===== src/sv/plt_pkg.sv =====
// ----------------------------------------------------------------------------
// plt_pkg
// Shared types and codes of the piecewise linear table block.
// ----------------------------------------------------------------------------
package plt_pkg;

    typedef enum logic [2:0] {
        OP_ADD      = 3'd0,
        OP_REMOVE   = 3'd1,
        OP_SEGMENT  = 3'd2,
        OP_CLEAR    = 3'd3,
        OP_EVAL     = 3'd4,
        OP_SHAPE    = 3'd5,
        OP_FIRST_NZ = 3'd6,
        OP_TABLE    = 3'd7
    } opcode_t;

    typedef enum logic [1:0] {
        ST_OK        = 2'd0,
        ST_NOT_FOUND = 2'd1,
        ST_FULL      = 2'd2
    } status_t;

    typedef enum logic [1:0] {
        SHP_CONST  = 2'd0,
        SHP_NONDEC = 2'd1,
        SHP_NONINC = 2'd2,
        SHP_VARIED = 2'd3
    } shape_t;

    localparam logic REG_CLAMP_MODE = 1'b0;

    typedef enum logic [5:0] {
        C_NOP, C_LOAD, C_KEY_A, C_KEY_B, C_RD_I, C_RD_J1, C_RD_ZERO, C_INC_I,
        C_OVR, C_FAIL, C_J_CNT, C_INS_WR, C_SH_WR, C_ADD_RES, C_SEG_FIX,
        C_CMP_WR, C_CNT_J, C_SET_I0, C_RM_FOUND, C_NOTFOUND, C_CLEAR,
        C_RP_EMPTY, C_RP_LOW, C_RP_HIGH, C_SHS_STEP, C_KEY_EVAL, C_EV_ZERO,
        C_EV_CLAMP, C_EV_NEXT, C_EV_HIT, C_EV_DIV, C_EV_FIN, C_FN_NONE,
        C_FN_HIT, C_T_INIT, C_T_X0, C_T_DIV, C_T_XQ, C_T_EMIT, C_EMIT
    } cmd_op_t;

    typedef struct packed {
        cmd_op_t op;
    } cmd_t;

    typedef struct packed {
        opcode_t op;
        logic    i_lt_cnt;
        logic    i_zero;
        logic    j_gt_i;
        logic    key_eq;
        logic    key_lt;
        logic    full;
        logic    second;
        logic    seg_fail;
        logic    seg_drop;
        logic    cnt_zero;
        logic    ev_zero;
        logic    val_nz;
        logic    div_done;
        logic    tbl_empty;
        logic    smp_first;
        logic    smp_last;
    } sts_t;

endpackage


===== src/sv/plt_ctrl.sv =====
// ----------------------------------------------------------------------------
// plt_ctrl
// Controller: sequences each operation as scans, shifts and divisions of the
// datapath, one command per cycle.
// ----------------------------------------------------------------------------
module plt_ctrl
    import plt_pkg::*;
(
    input  logic clk,
    input  logic rst_n,
    input  logic start,
    input  sts_t sts,
    output cmd_t cmd,
    output logic busy
);

    typedef enum logic [29:0] {
        S_IDLE    = 30'd1 << 0,
        S_DISP    = 30'd1 << 1,
        S_P_RD    = 30'd1 << 2,
        S_P_CK    = 30'd1 << 3,
        S_P_INS   = 30'd1 << 4,
        S_SH_RD   = 30'd1 << 5,
        S_SH_WR   = 30'd1 << 6,
        S_P_END   = 30'd1 << 7,
        S_SEG_FIX = 30'd1 << 8,
        S_CMP_RD  = 30'd1 << 9,
        S_CMP_WR  = 30'd1 << 10,
        S_RM_RD   = 30'd1 << 11,
        S_RM_CK   = 30'd1 << 12,
        S_RP0     = 30'd1 << 13,
        S_RP1     = 30'd1 << 14,
        S_RP2     = 30'd1 << 15,
        S_SHS_RD  = 30'd1 << 16,
        S_SHS_CK  = 30'd1 << 17,
        S_POST    = 30'd1 << 18,
        S_EV0     = 30'd1 << 19,
        S_EV_RD   = 30'd1 << 20,
        S_EV_CK   = 30'd1 << 21,
        S_EV_WAIT = 30'd1 << 22,
        S_EV_DONE = 30'd1 << 23,
        S_FN_RD   = 30'd1 << 24,
        S_FN_CK   = 30'd1 << 25,
        S_T_POS   = 30'd1 << 26,
        S_T_WAIT  = 30'd1 << 27,
        S_T_EMIT  = 30'd1 << 28,
        S_EMIT    = 30'd1 << 29
    } state_t;

    state_t state_reg, state_next;

    always_comb
    begin
        state_next = state_reg;
        cmd.op     = C_NOP;
        case (state_reg)
            S_IDLE:
                if (start)
                begin
                    cmd.op     = C_LOAD;
                    state_next = S_DISP;
                end
            S_DISP:
                case (sts.op)
                    OP_ADD, OP_SEGMENT:
                    begin
                        cmd.op     = C_KEY_A;
                        state_next = S_P_RD;
                    end
                    OP_REMOVE:
                    begin
                        cmd.op     = C_KEY_A;
                        state_next = S_RM_RD;
                    end
                    OP_CLEAR:
                    begin
                        cmd.op     = C_CLEAR;
                        state_next = S_RP0;
                    end
                    default:
                        state_next = S_RP0;
                endcase
            // insert or overwrite one point
            S_P_RD:
                if (sts.i_lt_cnt)
                begin
                    cmd.op     = C_RD_I;
                    state_next = S_P_CK;
                end
                else
                    state_next = S_P_INS;
            S_P_CK:
                if (sts.key_eq)
                begin
                    cmd.op     = C_OVR;
                    state_next = S_P_END;
                end
                else if (sts.key_lt)
                begin
                    cmd.op     = C_INC_I;
                    state_next = S_P_RD;
                end
                else
                    state_next = S_P_INS;
            S_P_INS:
                if (sts.full)
                begin
                    cmd.op     = C_FAIL;
                    state_next = S_P_END;
                end
                else
                begin
                    cmd.op     = C_J_CNT;
                    state_next = S_SH_RD;
                end
            S_SH_RD:
                if (sts.j_gt_i)
                begin
                    cmd.op     = C_RD_J1;
                    state_next = S_SH_WR;
                end
                else
                begin
                    cmd.op     = C_INS_WR;
                    state_next = S_P_END;
                end
            S_SH_WR:
            begin
                cmd.op     = C_SH_WR;
                state_next = S_SH_RD;
            end
            S_P_END:
                if (sts.op == OP_ADD)
                begin
                    cmd.op     = C_ADD_RES;
                    state_next = S_RP0;
                end
                else if (!sts.second)
                begin
                    cmd.op     = C_KEY_B;
                    state_next = S_P_RD;
                end
                else
                    state_next = S_SEG_FIX;
            S_SEG_FIX:
            begin
                cmd.op     = C_SEG_FIX;
                state_next = (!sts.seg_fail && sts.seg_drop) ? S_CMP_RD : S_RP0;
            end
            // move entries down from source i to destination j
            S_CMP_RD:
                if (sts.i_lt_cnt)
                begin
                    cmd.op     = C_RD_I;
                    state_next = S_CMP_WR;
                end
                else
                begin
                    cmd.op     = C_CNT_J;
                    state_next = S_RP0;
                end
            S_CMP_WR:
            begin
                cmd.op     = C_CMP_WR;
                state_next = S_CMP_RD;
            end
            S_RM_RD:
                if (sts.i_lt_cnt)
                begin
                    cmd.op     = C_RD_I;
                    state_next = S_RM_CK;
                end
                else
                begin
                    cmd.op     = C_NOTFOUND;
                    state_next = S_RP0;
                end
            S_RM_CK:
                if (sts.key_eq)
                begin
                    cmd.op     = C_RM_FOUND;
                    state_next = S_CMP_RD;
                end
                else
                begin
                    cmd.op     = C_INC_I;
                    state_next = S_RM_RD;
                end
            // range and shape of the stored points
            S_RP0:
                if (sts.cnt_zero)
                begin
                    cmd.op     = C_RP_EMPTY;
                    state_next = S_POST;
                end
                else
                begin
                    cmd.op     = C_RD_ZERO;
                    state_next = S_RP1;
                end
            S_RP1:
            begin
                cmd.op     = C_RP_LOW;
                state_next = S_RP2;
            end
            S_RP2:
            begin
                cmd.op     = C_RP_HIGH;
                state_next = S_SHS_RD;
            end
            S_SHS_RD:
                if (sts.i_lt_cnt)
                begin
                    cmd.op     = C_RD_I;
                    state_next = S_SHS_CK;
                end
                else
                    state_next = S_POST;
            S_SHS_CK:
            begin
                cmd.op     = C_SHS_STEP;
                state_next = S_SHS_RD;
            end
            S_POST:
                case (sts.op)
                    OP_EVAL:
                    begin
                        cmd.op     = C_KEY_EVAL;
                        state_next = S_EV0;
                    end
                    OP_FIRST_NZ:
                        if (sts.cnt_zero)
                            state_next = S_EMIT;
                        else
                        begin
                            cmd.op     = C_SET_I0;
                            state_next = S_FN_RD;
                        end
                    OP_TABLE:
                        if (sts.tbl_empty)
                            state_next = S_IDLE;
                        else
                        begin
                            cmd.op     = C_T_INIT;
                            state_next = S_T_POS;
                        end
                    default:
                        state_next = S_EMIT;
                endcase
            // evaluate at the key position
            S_EV0:
                if (sts.ev_zero)
                begin
                    cmd.op     = C_EV_ZERO;
                    state_next = S_EV_DONE;
                end
                else
                begin
                    cmd.op     = C_EV_CLAMP;
                    state_next = S_EV_RD;
                end
            S_EV_RD:
                if (sts.i_lt_cnt)
                begin
                    cmd.op     = C_RD_I;
                    state_next = S_EV_CK;
                end
                else
                begin
                    cmd.op     = C_EV_ZERO;
                    state_next = S_EV_DONE;
                end
            S_EV_CK:
                if (sts.key_lt)
                begin
                    cmd.op     = C_EV_NEXT;
                    state_next = S_EV_RD;
                end
                else if (sts.key_eq || sts.i_zero)
                begin
                    cmd.op     = C_EV_HIT;
                    state_next = S_EV_DONE;
                end
                else
                begin
                    cmd.op     = C_EV_DIV;
                    state_next = S_EV_WAIT;
                end
            S_EV_WAIT:
                if (sts.div_done)
                begin
                    cmd.op     = C_EV_FIN;
                    state_next = S_EV_DONE;
                end
            S_EV_DONE:
                state_next = (sts.op == OP_TABLE) ? S_T_EMIT : S_EMIT;
            S_FN_RD:
                if (sts.i_lt_cnt)
                begin
                    cmd.op     = C_RD_I;
                    state_next = S_FN_CK;
                end
                else
                begin
                    cmd.op     = C_FN_NONE;
                    state_next = S_EMIT;
                end
            S_FN_CK:
                if (sts.val_nz)
                begin
                    cmd.op     = C_FN_HIT;
                    state_next = S_EMIT;
                end
                else
                begin
                    cmd.op     = C_EV_NEXT;
                    state_next = S_FN_RD;
                end
            // sample positions of the table
            S_T_POS:
                if (sts.smp_first)
                begin
                    cmd.op     = C_T_X0;
                    state_next = S_EV0;
                end
                else
                begin
                    cmd.op     = C_T_DIV;
                    state_next = S_T_WAIT;
                end
            S_T_WAIT:
                if (sts.div_done)
                begin
                    cmd.op     = C_T_XQ;
                    state_next = S_EV0;
                end
            S_T_EMIT:
            begin
                cmd.op     = C_T_EMIT;
                state_next = sts.smp_last ? S_IDLE : S_T_POS;
            end
            S_EMIT:
            begin
                cmd.op     = C_EMIT;
                state_next = S_IDLE;
            end
            default:
                state_next = S_IDLE;
        endcase
    end

    always_ff @(posedge clk or negedge rst_n)
    begin
        if (!rst_n)
            state_reg <= S_IDLE;
        else
            state_reg <= state_next;
    end

    assign busy = (state_reg != S_IDLE);

endmodule


===== config.mk =====
export PLATFORM = sky130hd
export DESIGN_NAME = plt_ctrl
export DESIGN_NICKNAME = d
export VERILOG_FILES = /design/src/sv/plt_pkg.sv /design/src/sv/plt_ctrl.sv
export SDC_FILE = /design/constraint.sdc
export NUM_CORES = 1
export LEC_CHECK = 0
export BUFFER_PORTS_ARGS = -buffer_cell sky130_fd_sc_hd__buf_2
export CAP_MARGIN = 0
export CORE_ASPECT_RATIO = 0.6
export CORE_MARGIN = 2
export CORE_UTILIZATION = 55
export CTS_BUF_LIST = sky130_fd_sc_hd__clkbuf_8
export CTS_CLUSTER_SIZE = 16
export DETAILED_ROUTE_END_ITERATION = 6
export PLACE_DENSITY_LB_ADDON = 0.3
export SLEW_MARGIN = 20
export SYNTH_ARGS = -nofsm -noshare
export SYNTH_HDL_FRONTEND = slang
export SYNTH_SLANG_ARGS = --single-unit

===== constraint.sdc =====
create_clock -name clk -period 2.36 [get_ports clk]
set_clock_uncertainty 0.1 [all_clocks]
set_input_delay 0.118 -clock clk [delete_from_list [all_inputs] [get_ports clk]]
set_output_delay 0.118 -clock clk [all_outputs]
set_load 0.02 [all_outputs]

==> results of run 1 <==
==> timing repair <==
| item | 4_1_cts |
|---|---|
| setup endpoints to repair | 31 |
| pin swaps | 25 |
| hold buffers | 2 |
| gates resized for setup | 69 |
| buffers inserted | 18 |
| hold endpoints to repair | 30 |
==> Yosys cell counts, drive strengths merged (3+ instances only) <==
library cell  instances  share of area, %
and2                  3              0.77
dfrtp                29                30
or4b                  9               3.7
nor4b                 8               3.1
nor2                 23               3.6
o21ai                11               2.3
a21o                  4               1.2
nand4                10               2.8
and3                  3              0.77
inv                  13               2.0
nor3                 20               4.1
nor4                 25                11
xnor2                 4               1.4
nand2                19               3.3
or4                  11               3.6
a21oi                 7               1.4
nand4b                8               2.9
nand3                 9               2.1
a211oi                3              0.93
or3                   4               1.0
nand2b               13               3.3
nand3b                5               1.5
==> logic make-up after synthesis <==
kind of cell | count (synthesis) | share of synthesized area, %
AOI/OAI and AO/OA | 49 | 14.2
xor gates and xnor gates | 5 | 1.80
buffers and inverters | 17 | 2.99
DFF | 30 | 31.0
and+or+nand+nor | 178 | 50.1
==> stage by stage <==
| stage | setup TNS [ps] | utilization [%] | instance area, µm² |
|---|---|---|---|
| 3_3_place_gp | -5260 | 83.5 | 3480 |
| 2_1_floorplan | -76.9 | - | 2450 |
| 3_5_place_dp | -5850 | 83.5 | 3480 |
| 4_1_cts | -4580 | 96.4 | 4020 |
==> flow_summary.ini, run 1 <==
[place]
dp.final_hpwl_um = 8040
portBuffers = 28
post-place-ws_ps = -512
dp.cells = 475
place_congestion = 1.07

[yosys]
ys_warn_count = 0
synth_area_um2 = 2430
ys.flop_type = dfrtp_1
async_flop_share_pct = 100
syn_nets = 301
synth-seq-cells = 30
avgSynthCellArea_um2 = 8.70
yosysSeqAreaShare_pct = 31.0
netlist_instances = 279
synth_cell_types = 62
synth_edf_count = 0

[clock_tree]
clk_path_buf_depth = 2
cts-root-buf = clkbuf_8
clkSinkCount = 30
h-tree-depth = 2
numCtsBuffers = 5

[global_route]
grt_max_degree = 31

[sta]
crit_endpoint = cmd[2]
worst-ep-kind = output port

[die]
die_width_um = 89.8
rows = 18
die-height_um = 55.5
initial_utilization_pct = 58.3
ios = 29

[status]
status = aborted with a tool error
lastStage = global routing
error = [ERROR DPL-0038] Utilization greater than 100%, impossible to legalize
==> run 2, diff against run 1 <==
Settings changed: CORE_ASPECT_RATIO 0.6 to not set, CORE_UTILIZATION 55 to 40, CTS_BUF_LIST sky130_fd_sc_hd__clkbuf_8 to not set, CTS_CLUSTER_SIZE 16 to not set, PLACE_DENSITY_LB_ADDON 0.3 to 0.15.
Clock period 2.36 ns to 3.05 ns, I/O delays scaled along.
==> run 2 against run 1 <==
Effect of this change:
- the flow now finishes, with violations (negative setup slack)
- synthesized area did not move
- synthesized cell count did not move
==> flow_summary.ini, run 2 <==
[die]
ios = 29
die_width_um = 81.9
die-height_um = 81.9
rows = 28
die_area_um2 = 6710
initial_utilization_pct = 41.3
core_area_um2 = 5890

[yosys]
yosysSeqAreaShare_pct = 31.0
syn_nets = 301
muxShareOfSynthArea_pct = 0
synth_fa_ha_area_share_pct = 0
synth-simple-area-share_pct = 50.1
synthXorXnorAreaFrac_pct = 1.80
synth_area_um2 = 2430
yosys-top-cells-count = 29 x dfrtp_1, 23 x nor2_1, 20 x nor3_1
synth_edf_count = 0
ys_warn_count = 0
synth_top_family_by_area = simple AND/OR/NAND/NOR gates
synth_compound_area_share_pct = 14.2
synth_most_common_cell = dfrtp_1
synthTopCellsByArea = dfrtp_1 30%, nor4_4 4.4%, nor3_1 4.1%
synth_top_area_share_pct = 29.9
synth_top_area_cell = dfrtp_1
ys.flop_type = dfrtp_1
avgSynthCellArea_um2 = 8.70
netlist_instances = 279
synth_cell_types = 62
async_flop_share_pct = 100
synth-seq-cells = 30

[cells_and_area]
final_util_pct = 53.3
layout.cells.non_filler = 422
largest_reg_flops = 30
drive_gt1_share_pct = 34.3
fin_nets = 368
final_cell_mix = 32 x buf_4, 25 x buf_2, 23 x nor2_1, 19 x dfrtp_1, 17 x nor3_1
area_delta_synth_final_pct = 29.1
layout_commonest_cell = buf_4
diodes = 0
fin_area_um2 = 3140

[sta]
clock.fmax_mhz = 321
worst_slack_ps = -70.0
slew_headroom_pct = 53.4
maxSlewViolCount = 0
tightest_slew_ps = 699
setup_violations = 1
hold_viol_final = 0
fin_crit_ps = 3120
period_share_pct = 102
grt_setup_unrepaired = true
fin_setup_tns_ps = -70.0

[clock_tree]
clkTransAtPathRegs_ps = 70
numCtsBuffers = 5
clk_path_buf_depth = 2
clock_latency_ps = 300
h-tree-depth = 2
cts_tree = built
clkSinkCount = 30
cts-root-buf = clkbuf_8

[place]
post_dp_cell_area_um2 = 2800
dp.final_hpwl_um = 6530
place_congestion = 1.02
portBuffers = 28
dp.cells = 398

[route]
route.vias.total = 2743
first_iter_violations = 291
ant_nets = 0
wirelength_um = 8820
drtPass1Iterations = 5
drt-wirelength-per-cell_um = 20.9
via_per_inst = 6.50
drc = 0

[global_route]
grt_pass1_vias = 2537
antenna_found_initial = 0
track_usage_pct = 27.1
grt_overflow = 0
grt_pass1_wl_um = 13400
grt_max_degree = 31

[power]
p_per_area_nw_per_um2 = 477
p_leak_nw = 1.45
power_w = 0.00150
peakVddDrop_uv = 240

[critical_path]
worstPathArrival_ps = 2870
ff2ff_setup_slack_ps = 320
setup.worst_path.class = flop to output port
endpoint_kind = output port
cp.required_ps = 2800
critPathMaxFanout = 5
start_kind = flop

[status]
violations = negative setup slack
status = complete, but fails checks

[worst_hold_path]
min_path_type = primary input to flop

[flow_run]
cap_violations = 0
run 2: metal layers:
| metal | routed length (µm) | vias up | part of all wire [%] | GRT usage, % |
|---|---|---|---|---|
| li1 | - | 1252 | - | - |
| met1 | 3710 | 1305 | 42 | 36.7 |
| met2 | 4090 | 160 | 46 | 42.1 |
| met3 | 763 | 26 | 8.7 | 6.26 |
| met4 | 254 | 0 | 2.9 | 9.67 |
| met5 | 0 | - | 0 | 0 |
run 2: final cells by class:
type / count / area [µm²]
inverter: 13 / 48.8
clock buffer: 6 / 72.6
tap: 75 / 93.8
clock inverter: 2 / 10.0
multi-input combinational: 233 / 1700
timing repair buffer: 63 / 442
sequential: 30 / 764
fill: 580 / 2750
run 2: cells by family after synthesis:
| family | count (synthesis) |
|---|---|
| AOI/OAI and AO/OA | 49 |
| DFF | 30 |
| and+or+nand+nor | 178 |
| xor gates and xnor gates | 5 |
| buffers and inverters | 17 |
run 2: report_power, final:
group | internal (W) | total [W] | switching (W)
Combinational | 0.000294 | 0.000715 | 0.000421
Sequential | 0.000423 | 0.000461 | 0.0000377
Clock | 0.000158 | 0.000320 | 0.000162
run 2: path summary, 6_finish.rpt:
kind	startpoint	to	depth (start not counted)
setup reg to reg	state_reg[12]	state_reg[3]	8
hold reg to reg	state_reg[22]	state_reg[22]	1
setup / recovery	state_reg[0]	cmd[2]	8
min in group asynchronous	rst_n	state_reg[13]	2
max in group asynchronous	rst_n	state_reg[5]	2
hold / removal	sts[8]	state_reg[9]	2
run 2: critical path, stage by stage (launching register included):
cell	delay [ps]
dfstp_2	590
nor4_4	90
buf_4	170
nand4_1	160
nor3_2	80
or4_1	460
or4b_1	540
a2111o_1	340
buf_6	150
run 2: repair_timing:
| item | 4_1_cts | 5_1_grt |
|---|---|---|
| setup endpoints to repair | 6 | 6 |
| hold endpoints to repair | 29 | 0 |
| gates cloned | 1 | 0 |
| gates resized for setup | 3 | 29 |
| hold buffers | 1 | 0 |
| pin swaps | 5 | 17 |
| buffers inserted | 4 | 11 |
run 2: metrics by stage:
stage / hold WS (ps) / setup slack, ps
after floorplan: -243 / 523
after global placement: 141 / 220
after detailed placement: 139 / 196
after CTS: 19.4 / -28.1
after global routing: 23.3 / -147
final: 17.5 / -70.0
No activity file was read; power rests on OpenSTA's default activity.
